**src/sv/spm_pkg.sv**
```systemverilog
package spm_pkg;

  localparam int OUT_BITS = 24;

  localparam logic [3:0] REG_LEVEL_DECAY    = 4'd0;
  localparam logic [3:0] REG_HOLD_BLOCKS    = 4'd1;
  localparam logic [3:0] REG_SNAP_THRESHOLD = 4'd2;
  localparam logic [3:0] REG_CLIP_THRESHOLD = 4'd3;

  localparam logic [15:0] LEVEL_DECAY_RESET    = 16'd55640;
  localparam logic [15:0] HOLD_BLOCKS_RESET    = 16'd140;
  localparam logic [23:0] SNAP_THRESHOLD_RESET = 24'd839;
  localparam logic [23:0] CLIP_THRESHOLD_RESET = 24'd8304722;

  // 0.995 in Q0.16, truncated.
  localparam logic [15:0] PEAK_DECAY_Q16 = 16'd65208;

  typedef struct packed {
    logic [15:0] level_decay;
    logic [15:0] hold_blocks;
    logic [23:0] snap_threshold;
    logic [23:0] clip_threshold;
  } meter_cfg_t;

  typedef struct packed {
    logic advance;
    logic last;
  } meter_ctl_t;

endpackage

```
**src/sv/spm_input_stage.sv**
```systemverilog
module spm_input_stage import spm_pkg::*; #(
  parameter int SAMPLE_BITS = 24
) (
  input  logic                          clk,
  input  logic                          rst,
  input  logic signed [SAMPLE_BITS-1:0] left_sample,
  input  logic signed [SAMPLE_BITS-1:0] right_sample,
  input  logic                          last_in_block,
  input  logic                          accept,
  input  logic                          advance,
  output logic                          stage_valid,
  output meter_ctl_t                    ctl,
  output logic [SAMPLE_BITS-1:0]        left_mag,
  output logic [SAMPLE_BITS-1:0]        right_mag
);

  logic [SAMPLE_BITS-1:0] left_abs;
  logic [SAMPLE_BITS-1:0] right_abs;
  logic                   stage_last;

  // The negation of the most negative code is full scale itself when read unsigned.
  assign left_abs  = left_sample[SAMPLE_BITS-1] ?
                     (~SAMPLE_BITS'(left_sample)) + 1'b1 : SAMPLE_BITS'(left_sample);
  assign right_abs = right_sample[SAMPLE_BITS-1] ?
                     (~SAMPLE_BITS'(right_sample)) + 1'b1 : SAMPLE_BITS'(right_sample);

  always_ff @(posedge clk) begin
    if (rst) begin
      stage_valid <= 1'b0;
    end else if (accept) begin
      stage_valid <= 1'b1;
    end else if (advance) begin
      stage_valid <= 1'b0;
    end
  end

  always_ff @(posedge clk) begin
    if (accept) begin
      left_mag   <= left_abs;
      right_mag  <= right_abs;
      stage_last <= last_in_block;
    end
  end

  assign ctl.advance = advance;
  assign ctl.last    = stage_last;

endmodule

```
**src/sv/spm_channel.sv**
```systemverilog
module spm_channel import spm_pkg::*; #(
  parameter int SAMPLE_BITS = 24
) (
  input  logic                   clk,
  input  logic                   rst,
  input  meter_ctl_t             ctl,
  input  meter_cfg_t             cfg,
  input  logic [SAMPLE_BITS-1:0] mag,
  output logic [OUT_BITS-1:0]    level_out,
  output logic [OUT_BITS-1:0]    peak_out,
  output logic                   clip_out
);

  localparam int CW = (SAMPLE_BITS > OUT_BITS) ? SAMPLE_BITS : OUT_BITS;

  logic [SAMPLE_BITS-1:0]    block_max;
  logic [SAMPLE_BITS-1:0]    level;
  logic [SAMPLE_BITS-1:0]    peak;
  logic [15:0]               hold_count;
  logic                      clip_flag;

  logic [SAMPLE_BITS-1:0]    max_next;
  logic [SAMPLE_BITS+15:0]   level_prod;
  logic [SAMPLE_BITS+15:0]   peak_prod;
  logic [SAMPLE_BITS-1:0]    level_decayed;
  logic [SAMPLE_BITS-1:0]    peak_decayed;
  logic [SAMPLE_BITS-1:0]    level_next;
  logic [SAMPLE_BITS-1:0]    peak_next;
  logic [15:0]               hold_count_next;
  logic                      clip_flag_next;
  logic [CW-1:0]             level_wide;
  logic [CW-1:0]             peak_wide;

  assign max_next = (mag > block_max) ? mag : block_max;

  assign level_prod    = (SAMPLE_BITS + 16)'(level) * (SAMPLE_BITS + 16)'(cfg.level_decay);
  assign peak_prod     = (SAMPLE_BITS + 16)'(peak) * (SAMPLE_BITS + 16)'(PEAK_DECAY_Q16);
  assign level_decayed = level_prod[SAMPLE_BITS+15:16];
  assign peak_decayed  = peak_prod[SAMPLE_BITS+15:16];

  always_comb begin
    level_next      = level;
    peak_next       = peak;
    hold_count_next = hold_count;
    clip_flag_next  = clip_flag;

    if (max_next > level) begin
      level_next = max_next;
    end else if (CW'(level_decayed) < CW'(cfg.snap_threshold)) begin
      level_next = '0;
    end else begin
      level_next = level_decayed;
    end

    if (max_next >= peak) begin
      peak_next       = max_next;
      hold_count_next = cfg.hold_blocks;
    end else if (hold_count != 16'd0) begin
      hold_count_next = hold_count - 16'd1;
    end else if (CW'(peak_decayed) < CW'(cfg.snap_threshold)) begin
      peak_next = '0;
    end else begin
      peak_next = peak_decayed;
    end

    if (CW'(max_next) >= CW'(cfg.clip_threshold)) begin
      clip_flag_next = 1'b1;
    end
  end

  always_ff @(posedge clk) begin
    if (rst) begin
      block_max  <= '0;
      level      <= '0;
      peak       <= '0;
      hold_count <= '0;
      clip_flag  <= 1'b0;
    end else if (ctl.advance) begin
      if (ctl.last) begin
        block_max  <= '0;
        level      <= level_next;
        peak       <= peak_next;
        hold_count <= hold_count_next;
        clip_flag  <= clip_flag_next;
      end else begin
        block_max <= max_next;
      end
    end
  end

  assign level_wide = CW'(level);
  assign peak_wide  = CW'(peak);
  assign level_out  = level_wide[OUT_BITS-1:0];
  assign peak_out   = peak_wide[OUT_BITS-1:0];
  assign clip_out   = clip_flag;

endmodule

```
**src/sv/stereo_peak_meter_top.sv**
```systemverilog
// Channel  Handshake               Payload
// in       in_valid / in_ready     left_sample, right_sample, last_in_block
// out      out_valid / out_ready   left/right_level, left/right_peak, left/right_clip
// cfg      cfg_valid / cfg_ready   cfg_index, cfg_data
//
// One item is accepted per cycle unless a last item waits; meter state updates on advance.
// A result is presented as a block's last item advances, with that update.
// The level and peak state registers serve as the result register.
// A last item waits in the input register while an earlier result is not taken.
// Reset clears the meter state and loads the register defaults; cfg_ready is always high.
module stereo_peak_meter_top import spm_pkg::*; #(
  parameter int SAMPLE_BITS = 24
) (
  input  logic                          clk,
  input  logic                          rst,
  input  logic                          in_valid,
  output logic                          in_ready,
  input  logic signed [SAMPLE_BITS-1:0] left_sample,
  input  logic signed [SAMPLE_BITS-1:0] right_sample,
  input  logic                          last_in_block,
  output logic                          out_valid,
  input  logic                          out_ready,
  output logic [OUT_BITS-1:0]           left_level,
  output logic [OUT_BITS-1:0]           right_level,
  output logic [OUT_BITS-1:0]           left_peak,
  output logic [OUT_BITS-1:0]           right_peak,
  output logic                          left_clip,
  output logic                          right_clip,
  input  logic                          cfg_valid,
  output logic                          cfg_ready,
  input  logic [3:0]                    cfg_index,
  input  logic [31:0]                   cfg_data
);

  meter_cfg_t             cfg;
  meter_ctl_t             ctl;
  logic                   stage_valid;
  logic                   advance;
  logic                   slot_free;
  logic                   accept;
  logic [SAMPLE_BITS-1:0] left_mag;
  logic [SAMPLE_BITS-1:0] right_mag;

  assign cfg_ready = 1'b1;

  always_ff @(posedge clk) begin
    if (rst) begin
      cfg.level_decay    <= LEVEL_DECAY_RESET;
      cfg.hold_blocks    <= HOLD_BLOCKS_RESET;
      cfg.snap_threshold <= SNAP_THRESHOLD_RESET;
      cfg.clip_threshold <= CLIP_THRESHOLD_RESET;
    end else if (cfg_valid) begin
      case (cfg_index)
        REG_LEVEL_DECAY:    cfg.level_decay    <= cfg_data[15:0];
        REG_HOLD_BLOCKS:    cfg.hold_blocks    <= cfg_data[15:0];
        REG_SNAP_THRESHOLD: cfg.snap_threshold <= cfg_data[23:0];
        REG_CLIP_THRESHOLD: cfg.clip_threshold <= cfg_data[23:0];
        default: ;
      endcase
    end
  end

  assign slot_free = !out_valid || out_ready;
  assign advance   = stage_valid && (!ctl.last || slot_free);
  assign in_ready  = !stage_valid || advance;
  assign accept    = in_valid && in_ready;

  always_ff @(posedge clk) begin
    if (rst) begin
      out_valid <= 1'b0;
    end else if (advance && ctl.last) begin
      out_valid <= 1'b1;
    end else if (out_ready) begin
      out_valid <= 1'b0;
    end
  end

  spm_input_stage #(.SAMPLE_BITS(SAMPLE_BITS)) u_input (
    .clk          (clk),
    .rst          (rst),
    .left_sample  (left_sample),
    .right_sample (right_sample),
    .last_in_block(last_in_block),
    .accept       (accept),
    .advance      (advance),
    .stage_valid  (stage_valid),
    .ctl          (ctl),
    .left_mag     (left_mag),
    .right_mag    (right_mag)
  );

  spm_channel #(.SAMPLE_BITS(SAMPLE_BITS)) u_left (
    .clk      (clk),
    .rst      (rst),
    .ctl      (ctl),
    .cfg      (cfg),
    .mag      (left_mag),
    .level_out(left_level),
    .peak_out (left_peak),
    .clip_out (left_clip)
  );

  spm_channel #(.SAMPLE_BITS(SAMPLE_BITS)) u_right (
    .clk      (clk),
    .rst      (rst),
    .ctl      (ctl),
    .cfg      (cfg),
    .mag      (right_mag),
    .level_out(right_level),
    .peak_out (right_peak),
    .clip_out (right_clip)
  );

  a_clip_sticky: assert property (@(posedge clk) disable iff (rst)
    (left_clip || right_clip) |=> ((left_clip || !$past(left_clip)) &&
                                   (right_clip || !$past(right_clip))))
    else $error("clip flag cleared without reset");

  a_last_waits: assert property (@(posedge clk) disable iff (rst)
    (stage_valid && ctl.last && out_valid && !out_ready) |-> !in_ready)
    else $error("input taken while a block end is blocked");

  a_result_source: assert property (@(posedge clk) disable iff (rst)
    $rose(out_valid) |-> $past(stage_valid && ctl.last))
    else $error("result raised without a block end");

  a_no_update_pending: assert property (@(posedge clk) disable iff (rst)
    (out_valid && !out_ready) |=> ($stable(left_level) && $stable(right_peak)))
    else $error("meter state changed under a pending result");

endmodule

```
**config.mk**
```make
export PLATFORM = sky130hd
export DESIGN_NAME = stereo_peak_meter_top
export DESIGN_NICKNAME = d
export VERILOG_FILES = /design/src/sv/spm_pkg.sv /design/src/sv/spm_input_stage.sv /design/src/sv/spm_channel.sv /design/src/sv/stereo_peak_meter_top.sv
export SDC_FILE = /design/constraint.sdc
export NUM_CORES = 2
export LEC_CHECK = 0
export BUFFER_PORTS_ARGS = -buffer_cell sky130_fd_sc_hd__buf_4
export CAP_MARGIN = 0
export CELL_PAD_IN_SITES_DETAIL_PLACEMENT = 0
export CELL_PAD_IN_SITES_GLOBAL_PLACEMENT = 2
export CORE_ASPECT_RATIO = 0.9
export CORE_MARGIN = 2
export CORE_UTILIZATION = 30
export DETAILED_ROUTE_END_ITERATION = 12
export PLACE_DENSITY_LB_ADDON = 0.1
export SLEW_MARGIN = 20
export SYNTH_ARGS = -nofsm -noshare
export SYNTH_HDL_FRONTEND = slang
export SYNTH_HIERARCHICAL = 1
export SYNTH_SLANG_ARGS = --single-unit
```
**constraint.sdc**
```tcl
create_clock -name clk -period 9.4 [get_ports clk]
set_clock_uncertainty 0.05 [all_clocks]
set_input_delay 1.41 -clock clk [delete_from_list [all_inputs] [get_ports clk]]
set_output_delay 1.41 -clock clk [all_outputs]
set_load 0.02 [all_outputs]
```
==> flow_summary.json <==
{
  "routed_wl_um": 205000,
  "vdd_drop_max_uv": 228,
  "die_w_um": 471,
  "regToRegSetupSlack_ns": 0.38,
  "slowest_stage": "dfxtp_2",
  "rsz0062_at_grt": "false",
  "htree_levels": 2,
  "max-cap-violations": 0,
  "post-route-util_pct": 34.1,
  "synth_warnings": 6,
  "final_max_slew_viol_count": 0,
  "ant_nets": 0,
  "areaGrowthSynthToFinish_pct": 13.2,
  "dieHeight_um": 424,
  "antenna_found_initial": 10,
  "cts-root-buf": "clkbuf_16",
  "grtUsageTotal_pct": 20.6,
  "nets": 8557,
  "clk_pin_slew_worst_paths_ns": 0.06,
  "total_power_mw": 15.6,
  "drtIter0Drc": 2462,
  "cts_buffer_depth": 3,
  "rr_worst_depth": 34,
  "fmax_ghz": 0.111,
  "critPathCapture": "u_right/level_out[2]",
  "first_pass_iters": 6,
  "core-area_um2": 195000,
  "yosys_most_used_dff": "dfxtp_1",
  "synth_edf_count": 49,
  "async_flop_share_pct": 0,
  "synth_area_um2": 58800,
  "path_max_fanout": 18,
  "status": "finished, final reports clean",
  "finalSetupTns_ns": 0,
  "finalCriticalPeriod_ns": 9.02,
  "worstSetupStartpoint": "u_right/level_out[7]",
  "fin_crit_sh_pct": 96.0,
  "dieArea_um2": 200000,
  "ys_seq_area_share_pct": 11.4,
  "worst_setup_path_end_kind": "flip-flop",
  "worst-endpoint-arrival_ns": 9.44,
  "avgSynthCellArea_um2": 9.05,
  "cts.sink_count": 309,
  "remaining_drc_errors": 0,
  "relSlewSlack_pct": 26.6,
  "tightest_slew_ns": 1.10,
  "r2r-start": "u_right/level_out[7]",
  "initial_core_util_pct": 30.1,
  "synthesis.nets": 8282,
  "leakagePower_nw": 32.8,
  "avgViaCountPerCell": 4.82,
  "cp-start-kind": "flip-flop",
  "drt-wirelength-per-cell_um": 21.8,
  "cts_made_buffers": 42,
  "finalHoldViolCount": 0,
  "tritoncts": "done",
  "grt_pass1_vias": 47900,
  "power.density_nw_per_um2": 234,
  "report.final.setup_viol": 0,
  "numPortBuffers": 181,
  "overflow": 0,
  "hold_path_depth": 2,
  "drive_gt1_share_pct": 10.3,
  "r2r_end": "u_right/level_out[2]",
  "crit_required_ns": 9.82,
  "place_congestion": 0.838,
  "grt_max_degree": 147,
  "num_vias": 45200,
  "synth-seq-cells": 309,
  "synthCells": 6498,
  "clk_latency_ns": 0.59,
  "rows": 154,
  "crit_top_cell": "fa_1",
  "ioPinCount": 191,
  "ys_types": 108,
  "hold_class": "reg2reg",
  "critPathMaxStageDelay_ns": 0.56,
  "worstSetupPathType": "reg2reg",
  "dp_hpwl_um": 166000,
  "grt_pass1_wl_um": 312000
}
## power breakdown
part	internal, mW	total (mW)	switching, mW
combinational	4.82	12.1	7.24
clock	1.14	1.86	0.712
sequential	1.44	1.64	0.198
## layer usage
metal	track usage [%]	wire length (um)	vias to the layer above
met2	33.6	93600	740
met3	1.44	6160	122
met4	3.27	3420	0
li1	-	-	21400
met1	30.3	101000	22900
met5	0	0	-
## cell usage after synthesis (22+ instances only)
| library cell | instances | area (um^2) |
|---|---|---|
| o211ai_1 | 30 | 225 |
| o21ai_0 | 150 | 751 |
| a21boi_0 | 22 | 165 |
| inv_1 | 1430 | 5370 |
| a211oi_1 | 61 | 458 |
| nand4_1 | 57 | 357 |
| nand3_1 | 60 | 300 |
| edfxtp_1 | 49 | 1470 |
| o21a_1 | 34 | 255 |
| a2bb2oi_1 | 29 | 254 |
| or3_1 | 28 | 175 |
| dfxtp_1 | 260 | 5200 |
| and3_1 | 29 | 181 |
| a21oi_1 | 215 | 1080 |
| nand2b_1 | 97 | 607 |
| nor2_1 | 216 | 811 |
| nand2_1 | 613 | 2300 |
| mux2i_1 | 104 | 1040 |
| xor2_1 | 30 | 263 |
| xnor2_1 | 89 | 780 |
| ha_1 | 742 | 9280 |
| nor3_1 | 55 | 275 |
| a22oi_1 | 32 | 240 |
| and2_1 | 313 | 1960 |
| clkbuf_1 | 208 | 781 |
| fa_1 | 952 | 19100 |
| mux2_2 | 29 | 327 |
| a221oi_1 | 53 | 464 |
| a21o_1 | 122 | 916 |
## through the flow
step | cell area (um^2) | hold WS [ns] | std cells | setup slack (ns)
after floorplan | 58800 | 0.405 | 6498 | 0.923
after global placement | 64800 | 0.418 | 9299 | 0.0738
after detailed placement | 64800 | 0.429 | 9299 | 0.118
final | 66500 | 0.443 | 9382 | 0.376
after CTS | 66400 | 0.437 | 9376 | 0.0692
after global routing | 66500 | 0.471 | 9380 | 0.00943
## sequential cells by signal (all words and copies together) (netlist names)
register / flops
u_input/left_mag: 24
u_right/clip_out: 1
u_right/block_max: 24
u_left/hold_count: 16
u_right/hold_count: 16
u_input/right_mag: 24
u_input/stage_last: 1
u_input/stage_valid: 1
u_left/peak_out: 24
cfg: 80
u_left/level_out: 24
u_left/block_max: 24
u_right/peak_out: 24
u_right/level_out: 24
u_left/clip_out: 1
out_valid: 1
## cell families after synthesis
| logic type | after synthesis | share of synthesized area [%] |
|---|---|---|
| XOR/XNOR | 119 | 1.77 |
| AO/OA/AOI/OAI | 978 | 11.7 |
| AND/OR/NAND/NOR | 1583 | 13.5 |
| adder cells (fa/ha/maj) | 1694 | 48.2 |
| buffers and inverters | 1681 | 11.1 |
| multiplexers | 133 | 2.33 |
| flip-flops | 309 | 11.4 |
| other | 1 | 0.00638 |
## layout make-up
type,instances,area (um^2)
fill,20600,129000
multi-input combinational,4508,45700
sequential,309,6730
inverter,1430,5370
timing repair buffer,482,3960
tap,2574,3220
clock buffer,50,1170
clock inverter,27,394
antenna,2,5.00
## cells in the final DEF (no fill, tap or decap), types with 49 or more instances in the layout
| cell type | instances |
|---|---|
| dfxtp_1 | 232 |
| xnor2_1 | 89 |
| nor2_1 | 216 |
| a211oi_1 | 60 |
| mux2i_1 | 102 |
| edfxtp_1 | 49 |
| a21o_1 | 122 |
| nand2_1 | 612 |
| buf_4 | 452 |
| nand3_1 | 60 |
| a21oi_1 | 213 |
| a221oi_1 | 53 |
| nor3_1 | 55 |
| ha_1 | 742 |
| and2_1 | 311 |
| inv_1 | 1430 |
| o21ai_0 | 147 |
| nand2b_1 | 96 |
| fa_1 | 952 |
| nand4_1 | 57 |
## worst min path at each step
stage / from / endpoint
after floorplan: u_right/hold_count[15] / u_right/hold_count[15]
after global placement: u_right/hold_count[15] / u_right/hold_count[15]
after detailed placement: u_right/hold_count[6] / u_right/hold_count[6]
after CTS: u_right/hold_count[15] / u_right/hold_count[15]
after global routing: cfg[47] / cfg[47]
final: u_right/hold_count[15] / u_right/hold_count[15]
## worst max-delay path: cells and delay by family (launching register included)
family / cells / cell delay [ns]
adder cells (fa/ha/maj): 8 / 3.57
AO/OA/AOI/OAI: 10 / 2.06
buffers and inverters: 8 / 1.16
AND/OR/NAND/NOR: 7 / 1.24
flip-flops: 1 / 0.56
multiplexers: 1 / 0.28
## timing repair
item	4_1_cts	5_1_grt
setup endpoints to repair	0	48
hold buffers	0	0
gates resized for setup	0	36
buffers inserted	0	3
(Power assumes the default switching activity.)
